[src/design/rpd_pkg.sv]
// Package for the readout packet deframer: item and result structs,
// format and error codes, flag bit positions. No dependencies.
`default_nettype none

package rpd_pkg;

    localparam int MAX_WORDS_DEF = 1024;
    localparam int HEADER_WORDS  = 5;
    localparam int FOOTER_WORDS  = 1;

    localparam int WORD_W  = 32;
    localparam int FIELD_W = 16;

    // Packet word flag bits
    localparam int END_BIT   = 31;
    localparam int BEGIN_BIT = 30;
    localparam int HDR_BIT   = 29;

    localparam logic [15:0] FMT_A_NUMBER  = 16'd791;
    localparam logic [15:0] FMT_B1_NUMBER = 16'd1291;
    localparam logic [15:0] FMT_B2_NUMBER = 16'd1391;

    // Words since the begin word saturate here
    localparam logic [3:0] SINCE_BEGIN_SAT = 4'd8;
    localparam logic [3:0] HEADER_LEN      = 4'(HEADER_WORDS);
    localparam logic [3:0] SHORT_LIMIT     = 4'(HEADER_WORDS + FOOTER_WORDS - 1);
    localparam logic [2:0] HDR_COUNT_SAT   = 3'd7;
    localparam logic [2:0] HDR_COUNT_GOOD  = 3'(HEADER_WORDS);

    localparam logic KIND_DATA    = 1'b0;
    localparam logic KIND_SUMMARY = 1'b1;

    typedef enum logic [1:0] {
        FMT_UNKNOWN = 2'd0,
        FMT_A       = 2'd1,
        FMT_B       = 2'd2
    } fmt_t;

    typedef enum logic [2:0] {
        ERR_NONE          = 3'd0,
        ERR_BAD_FORMAT    = 3'd1,
        ERR_TOO_LONG      = 3'd2,
        ERR_NO_BEGIN      = 3'd3,
        ERR_NO_END        = 3'd4,
        ERR_END_MISPLACED = 3'd5,
        ERR_HDR_MISMATCH  = 3'd6,
        ERR_TOO_SHORT     = 3'd7
    } err_t;

    typedef struct packed {
        logic [WORD_W-1:0]  word;
        logic [15:0]        format_number;
        logic               last_word;
    } item_t;

    typedef struct packed {
        logic               kind;
        logic [WORD_W-1:0]  data_word;
        logic [FIELD_W-1:0] event_number;
        logic [FIELD_W-1:0] flag_word;
        logic [FIELD_W-1:0] detector_id;
        logic [FIELD_W-1:0] module_address;
        logic [FIELD_W-1:0] clock_counter;
        logic               parity_ok;
        logic [3:0]         packet_word_count;
        logic [FIELD_W-1:0] parity_word;
        logic [2:0]         error_code;
        logic               end_of_packet;
    } result_t;

    function automatic fmt_t decode_format(input logic [15:0] num);
        fmt_t f;
        f = FMT_UNKNOWN;
        if (num == FMT_A_NUMBER) begin
            f = FMT_A;
        end else if (num == FMT_B1_NUMBER || num == FMT_B2_NUMBER) begin
            f = FMT_B;
        end
        return f;
    endfunction

endpackage

`default_nettype wire

[src/design/readout_packet_deframer_top.sv]
// Readout packet deframer: splits packet words into data words and a
// closing summary. Depends on rpd_pkg, rpd_in_stage, rpd_decoder,
// rpd_out_stage.
//
// Usage: feed one 32-bit packet word per s_ handshake, with the packet's
// format number (sampled on its first word) and s_last_word on the footer.
// Each word after the five header words, except the footer, comes out on
// the m_ channel as a data word (m_kind = 0). The footer produces one
// summary word (m_kind = 1, m_end_of_packet = 1) carrying the header
// fields and parity, or a nonzero m_error_code; drop the packet's data
// words when an error summary follows. Header words produce nothing.
// Path to m_valid: the accepted word sits in the input register, passes
// one decode pass and lands in the result register. Throughput is one
// word per cycle while the receiver does not stall, set by the single
// decode pass between the two registers.
// When the receiver stalls, the result register holds its word and s_ready
// drops once the input register holds a word (an empty one takes one more).
// Reset (aresetn low, synchronous) empties both registers and clears all
// packet tracking state; the next word starts a new packet.
`default_nettype none

module readout_packet_deframer_top #(
    parameter int MAX_WORDS = rpd_pkg::MAX_WORDS_DEF
) (
    input  wire logic          aclk,
    input  wire logic          aresetn,
    input  wire logic          s_valid,
    output logic               s_ready,
    input  wire logic [31:0]   s_word,
    input  wire logic [15:0]   s_format_number,
    input  wire logic          s_last_word,
    output logic               m_valid,
    input  wire logic          m_ready,
    output logic               m_kind,
    output logic [31:0]        m_data_word,
    output logic [15:0]        m_event_number,
    output logic [15:0]        m_flag_word,
    output logic [15:0]        m_detector_id,
    output logic [15:0]        m_module_address,
    output logic [15:0]        m_clock_counter,
    output logic               m_parity_ok,
    output logic [3:0]         m_packet_word_count,
    output logic [15:0]        m_parity_word,
    output logic [2:0]         m_error_code,
    output logic               m_end_of_packet
);
    import rpd_pkg::*;

    item_t   item;
    logic    item_valid;
    logic    out_free;
    logic    fire;
    result_t result;
    logic    has_result;
    result_t m_result;

    // advance a word only when the result register can take its output
    assign fire = item_valid && out_free;

    rpd_in_stage u_in_stage (
        .aclk            (aclk),
        .aresetn         (aresetn),
        .s_valid         (s_valid),
        .s_ready         (s_ready),
        .s_word          (s_word),
        .s_format_number (s_format_number),
        .s_last_word     (s_last_word),
        .item            (item),
        .item_valid      (item_valid),
        .item_take       (fire)
    );

    rpd_decoder #(
        .MAX_WORDS (MAX_WORDS)
    ) u_decoder (
        .aclk       (aclk),
        .aresetn    (aresetn),
        .item       (item),
        .fire       (fire),
        .result     (result),
        .has_result (has_result)
    );

    rpd_out_stage u_out_stage (
        .aclk     (aclk),
        .aresetn  (aresetn),
        .result   (result),
        .load     (fire && has_result),
        .free     (out_free),
        .m_valid  (m_valid),
        .m_ready  (m_ready),
        .m_result (m_result)
    );

    assign m_kind              = m_result.kind;
    assign m_data_word         = m_result.data_word;
    assign m_event_number      = m_result.event_number;
    assign m_flag_word         = m_result.flag_word;
    assign m_detector_id       = m_result.detector_id;
    assign m_module_address    = m_result.module_address;
    assign m_clock_counter     = m_result.clock_counter;
    assign m_parity_ok         = m_result.parity_ok;
    assign m_packet_word_count = m_result.packet_word_count;
    assign m_parity_word       = m_result.parity_word;
    assign m_error_code        = m_result.error_code;
    assign m_end_of_packet     = m_result.end_of_packet;

endmodule

`default_nettype wire

[src/design/rpd_in_stage.sv]
// Input register of the readout packet deframer: holds one word for the
// decoder. Depends on rpd_pkg.
`default_nettype none

module rpd_in_stage (
    input  wire logic          aclk,
    input  wire logic          aresetn,
    input  wire logic          s_valid,
    output logic               s_ready,
    input  wire logic [31:0]   s_word,
    input  wire logic [15:0]   s_format_number,
    input  wire logic          s_last_word,
    output rpd_pkg::item_t     item,
    output logic               item_valid,
    input  wire logic          item_take
);
    import rpd_pkg::*;

    item_t item_reg;
    logic  valid_reg;

    assign s_ready    = !valid_reg || item_take;
    assign item       = item_reg;
    assign item_valid = valid_reg;

    always_ff @(posedge aclk) begin
        if (!aresetn) begin
            valid_reg <= 1'b0;
        end else if (s_ready) begin
            valid_reg <= s_valid;
        end
    end

    always_ff @(posedge aclk) begin
        if (s_valid && s_ready) begin
            item_reg.word          <= s_word;
            item_reg.format_number <= s_format_number;
            item_reg.last_word     <= s_last_word;
        end
    end

endmodule

`default_nettype wire

[src/design/rpd_decoder.sv]
// Packet tracking state and single-pass decode of one word into a data
// word or a packet summary. Depends on rpd_pkg.
`default_nettype none

module rpd_decoder #(
    parameter int MAX_WORDS = rpd_pkg::MAX_WORDS_DEF
) (
    input  wire logic          aclk,
    input  wire logic          aresetn,
    input  wire rpd_pkg::item_t item,
    input  wire logic          fire,
    output rpd_pkg::result_t   result,
    output logic               has_result
);
    import rpd_pkg::*;

    localparam int WC_W = $clog2(MAX_WORDS + 2);
    localparam logic [WC_W-1:0] WC_MAX = WC_W'(MAX_WORDS);

    logic [WC_W-1:0]    wc_reg, wc_next;
    fmt_t               fmt_reg, fmt_next;
    logic               begin_reg, begin_next;
    logic [3:0]         since_reg, since_next;
    logic [2:0]         hc_reg, hc_next;
    logic               closed_reg, closed_next;
    logic               end_seen_reg, end_seen_next;
    logic [15:0]        di_reg, di_next;
    logic [FIELD_W-1:0] hdr_reg [HEADER_WORDS];

    logic       is_end;
    logic       begun;
    logic [3:0] offs;
    logic       hdr_we;
    logic       emit_data;
    err_t       err;

    always_comb begin
        wc_next       = wc_reg;
        fmt_next      = fmt_reg;
        begin_next    = begin_reg;
        since_next    = since_reg;
        hc_next       = hc_reg;
        closed_next   = closed_reg;
        end_seen_next = end_seen_reg;
        di_next       = di_reg;
        result        = '0;
        has_result    = 1'b0;
        err           = ERR_NONE;

        is_end = item.word[END_BIT];
        if (wc_reg == '0) begin
            fmt_next = decode_format(item.format_number);
        end
        if (wc_reg <= WC_MAX) begin
            wc_next = wc_reg + 1'b1;
        end
        if (is_end) begin
            end_seen_next = 1'b1;
        end

        begun = begin_reg || item.word[BEGIN_BIT];
        offs  = begin_reg ? since_reg : 4'd0;
        begin_next = begun;

        hdr_we    = begun && (offs < HEADER_LEN);
        emit_data = begun && (offs >= HEADER_LEN) && !item.last_word
                    && (fmt_next != FMT_UNKNOWN);

        if (begun && !closed_reg) begin
            if (item.word[HDR_BIT]) begin
                if (hc_reg < HDR_COUNT_SAT) begin
                    hc_next = hc_reg + 1'b1;
                end
            end else begin
                closed_next = 1'b1;
            end
        end

        if (emit_data) begin
            has_result       = 1'b1;
            result.kind      = KIND_DATA;
            result.data_word = item.word;
            if (fmt_next == FMT_A) begin
                result.data_word = {di_reg, item.word[15:0]};
                di_next          = di_reg + 1'b1;
            end
            // hold the offset: it stays past the header from here on
            since_next = offs;
        end else if (begun) begin
            since_next = (offs < SINCE_BEGIN_SAT) ? offs + 1'b1 : offs;
        end

        if (item.last_word) begin
            if (fmt_next == FMT_UNKNOWN) begin
                err = ERR_BAD_FORMAT;
            end else if (wc_next > WC_MAX) begin
                err = ERR_TOO_LONG;
            end else if (!begun) begin
                err = ERR_NO_BEGIN;
            end else if (fmt_next == FMT_A && !is_end) begin
                err = end_seen_reg ? ERR_END_MISPLACED : ERR_NO_END;
            end else if (fmt_next == FMT_B && !end_seen_next) begin
                err = ERR_NO_END;
            end else if (fmt_next == FMT_B && hc_next != HDR_COUNT_GOOD) begin
                err = ERR_HDR_MISMATCH;
            end else if (offs < SHORT_LIMIT) begin
                err = ERR_TOO_SHORT;
            end

            has_result           = 1'b1;
            result.kind          = KIND_SUMMARY;
            result.error_code    = err;
            result.end_of_packet = 1'b1;
            if (err == ERR_NONE) begin
                result.event_number   = hdr_reg[0];
                result.flag_word      = hdr_reg[1];
                result.detector_id    = hdr_reg[2];
                result.module_address = hdr_reg[3];
                result.clock_counter  = hdr_reg[4];
                if (fmt_next == FMT_A) begin
                    result.parity_ok   = 1'b1;
                    result.parity_word = item.word[15:0];
                end else begin
                    result.parity_ok         = item.word[0];
                    result.packet_word_count = item.word[11:8];
                    result.parity_word       = item.word[27:12];
                end
            end

            // drop all packet state after the footer
            wc_next       = '0;
            fmt_next      = FMT_UNKNOWN;
            begin_next    = 1'b0;
            since_next    = '0;
            hc_next       = '0;
            closed_next   = 1'b0;
            end_seen_next = 1'b0;
            di_next       = '0;
        end
    end

    always_ff @(posedge aclk) begin
        if (!aresetn) begin
            wc_reg       <= '0;
            fmt_reg      <= FMT_UNKNOWN;
            begin_reg    <= 1'b0;
            since_reg    <= '0;
            hc_reg       <= '0;
            closed_reg   <= 1'b0;
            end_seen_reg <= 1'b0;
            di_reg       <= '0;
        end else if (fire) begin
            wc_reg       <= wc_next;
            fmt_reg      <= fmt_next;
            begin_reg    <= begin_next;
            since_reg    <= since_next;
            hc_reg       <= hc_next;
            closed_reg   <= closed_next;
            end_seen_reg <= end_seen_next;
            di_reg       <= di_next;
        end
    end

    always_ff @(posedge aclk) begin
        if (fire && hdr_we) begin
            hdr_reg[offs[2:0]] <= item.word[15:0];
        end
    end

endmodule

`default_nettype wire

[src/design/rpd_out_stage.sv]
// Result register of the readout packet deframer: holds one result word
// until the receiver takes it. Depends on rpd_pkg.
`default_nettype none

module rpd_out_stage (
    input  wire logic          aclk,
    input  wire logic          aresetn,
    input  wire rpd_pkg::result_t result,
    input  wire logic          load,
    output logic               free,
    output logic               m_valid,
    input  wire logic          m_ready,
    output rpd_pkg::result_t   m_result
);
    import rpd_pkg::*;

    result_t res_reg;
    logic    valid_reg;

    assign free     = !valid_reg || m_ready;
    assign m_valid  = valid_reg;
    assign m_result = res_reg;

    always_ff @(posedge aclk) begin
        if (!aresetn) begin
            valid_reg <= 1'b0;
        end else if (free) begin
            valid_reg <= load;
        end
    end

    always_ff @(posedge aclk) begin
        if (load) begin
            res_reg <= result;
        end
    end

endmodule

`default_nettype wire
[config.mk]
export PLATFORM = sky130hd
export DESIGN_NAME = readout_packet_deframer_top
export DESIGN_NICKNAME = d
export VERILOG_FILES = /design/src/design/rpd_pkg.sv /design/src/design/readout_packet_deframer_top.sv /design/src/design/rpd_in_stage.sv /design/src/design/rpd_decoder.sv /design/src/design/rpd_out_stage.sv
export SDC_FILE = /design/constraint.sdc
export NUM_CORES = 1
export LEC_CHECK = 0
export BUFFER_PORTS_ARGS = -buffer_cell sky130_fd_sc_hd__buf_2
export CAP_MARGIN = 20
export CORE_MARGIN = 4
export CORE_UTILIZATION = 30
export DETAILED_ROUTE_END_ITERATION = 8
export SYNTH_ARGS = -nofsm -noshare
export SYNTH_HDL_FRONTEND = slang
export SYNTH_SLANG_ARGS = --single-unit
export TNS_END_PERCENT = 20
[constraint.sdc]
create_clock -name aclk -period 19.6 [get_ports aclk]
set_input_delay 0 -clock aclk [delete_from_list [all_inputs] [get_ports aclk]]
set_output_delay 0 -clock aclk [all_outputs]
set_load 0.1 [all_outputs]
==> results by group <==
Status
  – Status: finished, final reports clean

Finish
  – Layout cell share with drive strength beyond 1: 31.97%
  – Layout area overhead: 22.22%
  – Design area: 16100 um2
  – Max reg flops: 138
  – Register Area: 8838 um2
  – Commonest non-fill, non-tap cells in the layout: edfxtp_1, buf_2, nand3_1
  – Area of the multi-input gates: 3846 um2
  – Most common cell after layout, fill and taps aside: edfxtp_1
  – NumNets Final: 1238
  – Finished Layout Cells: 1786
  – Filler Cells Inserted: 4134
  – Diodes inserted: 0

CTS
  – Post-CTS sizing: 0
  – CTS tree: yes
  – CTS max path bufs: 3
  – Root buffer cell: clkbuf_16
  – CTS Buf Count: 31
  – H-tree levels: 1
  – Clk slew on worst S/H paths: 0.06 ns
  – Clock Sinks: 308
  – Worst-Skew Late Latency: 0.56 ns

Timing
  – Clock skew: 0.01043 ns
  – Minimum clock period: 4.163 ns
  – Period utilization: 21.24%
  – Setup TNS: 0 ns
  – Max-slew headroom: 30.80%
  – Setup slack after layout: 15.44 ns
  – Final hold vios: 0
  – F_max: 0.2402 GHz
  – Setup violators final: 0
  – Max-slew violations: 0
  – RSZ-0062 raised after global routing: no
  – Hold slack: 0.1491 ns
  – Slew @ Worst Pin: 1.038 ns

Synth
  – Flops & latches, synth: 308
  – Area leader, netlist: edfxtp_1
  – Top cells by area, synth: edfxtp_1, dfxtp_1, nor3_2
  – Asr flop ratio synth: 0%
  – Ys Warns: 0
  – Mapped cell area: 13180 um2
  – Number of synthesized flops with an enable pin: 267
  – Cell count after synthesis: 956
  – Syn Area/Cell: 13.78 um2
  – Syn_nets: 1016
  – Sequential share of the synthesized area: 67.08%
  – Post-synthesis cell type count: 67
  – Share of the synthesized area in the top cell type: 60.85%
  – Ys flop type: edfxtp_1

Floorplanning
  – Die Footprint: 47330 um2
  – I/O pins: 193
  – Num rows: 76
  – Initial Utilization: 30.45%
  – Die W: 217.6 um
  – Die Span Y: 217.6 um
  – Core area: 43270 um2

Place
  – Placed inst area: 14560 um2
  – Hpwl dp: 22.06 mm
  – Inst Count DP: 1675
  – I/O Buffers: 192
  – Routability cong.: 0.8670
  – Setup WS pre-CTS: 15.45 ns

Worst setup path
  – CP startpoint kind: register
  – Reg2reg path depth: 9
  – Worst R2R End: u_out_stage.m_result[41]$_SDFFCE_PN0P_
  – Worst stage delay on the critical path: 0.74 ns
  – Critical path class: reg -> reg
  – Critical path buffers and inverters: 3
  – CP top delay family: buffers and inverters
  – Crit path max fanout: 66
  – Cell Chain, Critical Path: inv_1 > ha_1 > nor4b_2 > nand3_1 > a211o_1 > a211o_1 > a21oi_4 > buf_4 > buf_4
  – CP startpoint: u_decoder.wc_reg[0]$_SDFFE_PN0P_
  – Slowest-stage cell, CP: buf_4
  – FF-to-FF setup slack: 15.44 ns
  – Worst path required time: 19.78 ns
  – Critical Path Sink Type: register
  – Crit Reg-Reg Startpoint: u_decoder.wc_reg[0]$_SDFFE_PN0P_
  – Worst Path Arrival: 4.35 ns

Flow run
  – Max-cap violations: 0

Drt
  – DR iter-0 viols: 515
  – Post-DRT Antenna Nets: 0
  – WL final: 34.29 mm
  – Vias/cell: 4.861
  – Initial DRT Pass Iterations: 5
  – Overall via count from detail_route: 8681
  – DRC: 0
  – Wire per inst: 19.20 um

GRT
  – GRT Total Usage: 13.96%
  – Vias in the first global route: 8536
  – Largest net degree at the start of global routing: 84
  – GRT overflow: 0
  – Antenna violations before repair: 0
  – First-pass GRT wire length: 51.81 mm

Worst hold path
  – Worst hold stages: 2
  – Hold crit path type: in -> reg
  – Hold Path Sink: u_in_stage.item[30]$_DFFE_PP_
  – Hold path startpoint: s_word[13]

Power
  – Leakage: 5.320 nW
  – Power density cells: 87.69 nW/um2
  – Maximum vdd ir drop: 0.00006023 V
## synth_stat cells (all sizes together) (2+ instances only)
| library cell | number |
|---|---|
| buf | 35 |
| o31ai | 15 |
| nor4 | 12 |
| nor2 | 23 |
| nand4 | 11 |
| nor3 | 88 |
| o311ai | 2 |
| xnor2 | 3 |
| nand2 | 79 |
| a21o | 3 |
| a21oi | 46 |
| and2 | 27 |
| nor2b | 12 |
| dfxtp | 41 |
| or2 | 4 |
| nand2b | 3 |
| a41o | 2 |
| nand3b | 2 |
| or4 | 8 |
| a221oi | 2 |
| nand3 | 99 |
| nor3b | 5 |
| a22oi | 2 |
| inv | 12 |
| a2111oi | 16 |
| edfxtp | 267 |
| ha | 7 |
| and3 | 9 |
| clkbuf | 41 |
| a211oi | 2 |
| a211o | 2 |
| a31oi | 8 |
| a32oi | 6 |
| o21ai | 35 |
| a311oi | 2 |
| or3 | 11 |
## per-layer routing
metal / vias to the layer above / track usage (%) / wire [um]
li1: 4079 / - / -
met1: 4344 / 18.49 / 14850
met5: - / 0 / 0
met4: 0 / 3.646 / 753
met2: 218 / 23.84 / 16930
met3: 40 / 2.369 / 1752
## metrics by stage
stage	total power [mW]	utilization (%)
floorplan	0.8143	-
global placement	0.8324	33.65
detailed placement	0.8334	33.65
CTS	1.429	37.22
global route	1.462	37.22
finish	1.412	37.22
## worst max path at each step
| stage | end | slack [ns] | depth (start not counted) |
|---|---|---|---|
| after detailed placement | u_out_stage.m_result[55]$_SDFFCE_PN0P_ | 15.45 | 9 |
| after floorplan | u_out_stage.m_result[0]$_DFFE_PP_ | 10.42 | 8 |
| after global routing | u_out_stage.m_result[117]$_SDFFCE_PN0P_ | 15.13 | 9 |
| final | u_out_stage.m_result[41]$_SDFFCE_PN0P_ | 15.44 | 9 |
| after global placement | u_out_stage.m_result[42]$_SDFFCE_PN0P_ | 15.54 | 9 |
| after CTS | u_out_stage.m_result[41]$_SDFFCE_PN0P_ | 15.42 | 9 |
## area by class of cell
| type | instances | share of cell area, % |
|---|---|---|
| Clock inverter | 20 | 1.243 |
| Multi-Input combinational cell | 560 | 23.89 |
| Timing Repair Buffer | 265 | 10.23 |
| Tap cell | 585 | 4.545 |
| Clock buffer | 36 | 4.934 |
| Sequential cell | 308 | 54.89 |
| Inverter | 12 | 0.2797 |
## where the power goes
group          internal [mW]  switching (mW)  total (mW)  leakage, nW
Combinational         0.0205          0.0698      0.0903         1.92
Clock                  0.341           0.244       0.585        0.484
Sequential             0.724          0.0125       0.736         2.92
Total                   1.09           0.327        1.41         5.32
## kinds of logic after synthesis
family / Yosys count / synth area share (%)
multiplexers: 1 / 0.08546
AND/OR/NAND/NOR: 399 / 18.93
buffers and inverters: 88 / 4.264
adder cells (fa/ha/maj): 7 / 0.6647
XOR/XNOR: 4 / 0.2660
flip-flops: 308 / 67.08
AO/OA/AOI/OAI: 149 / 8.709
## timing repair
| item | in CTS | in global routing |
|---|---|---|
| endpoints found under the hold margin | 69 | 0 |
| setup buffers | 0 | 0 |
| hold buffers | 55 | 0 |
| endpoints found under the setup margin | 0 | 0 |
(Power assumes the default switching activity.)
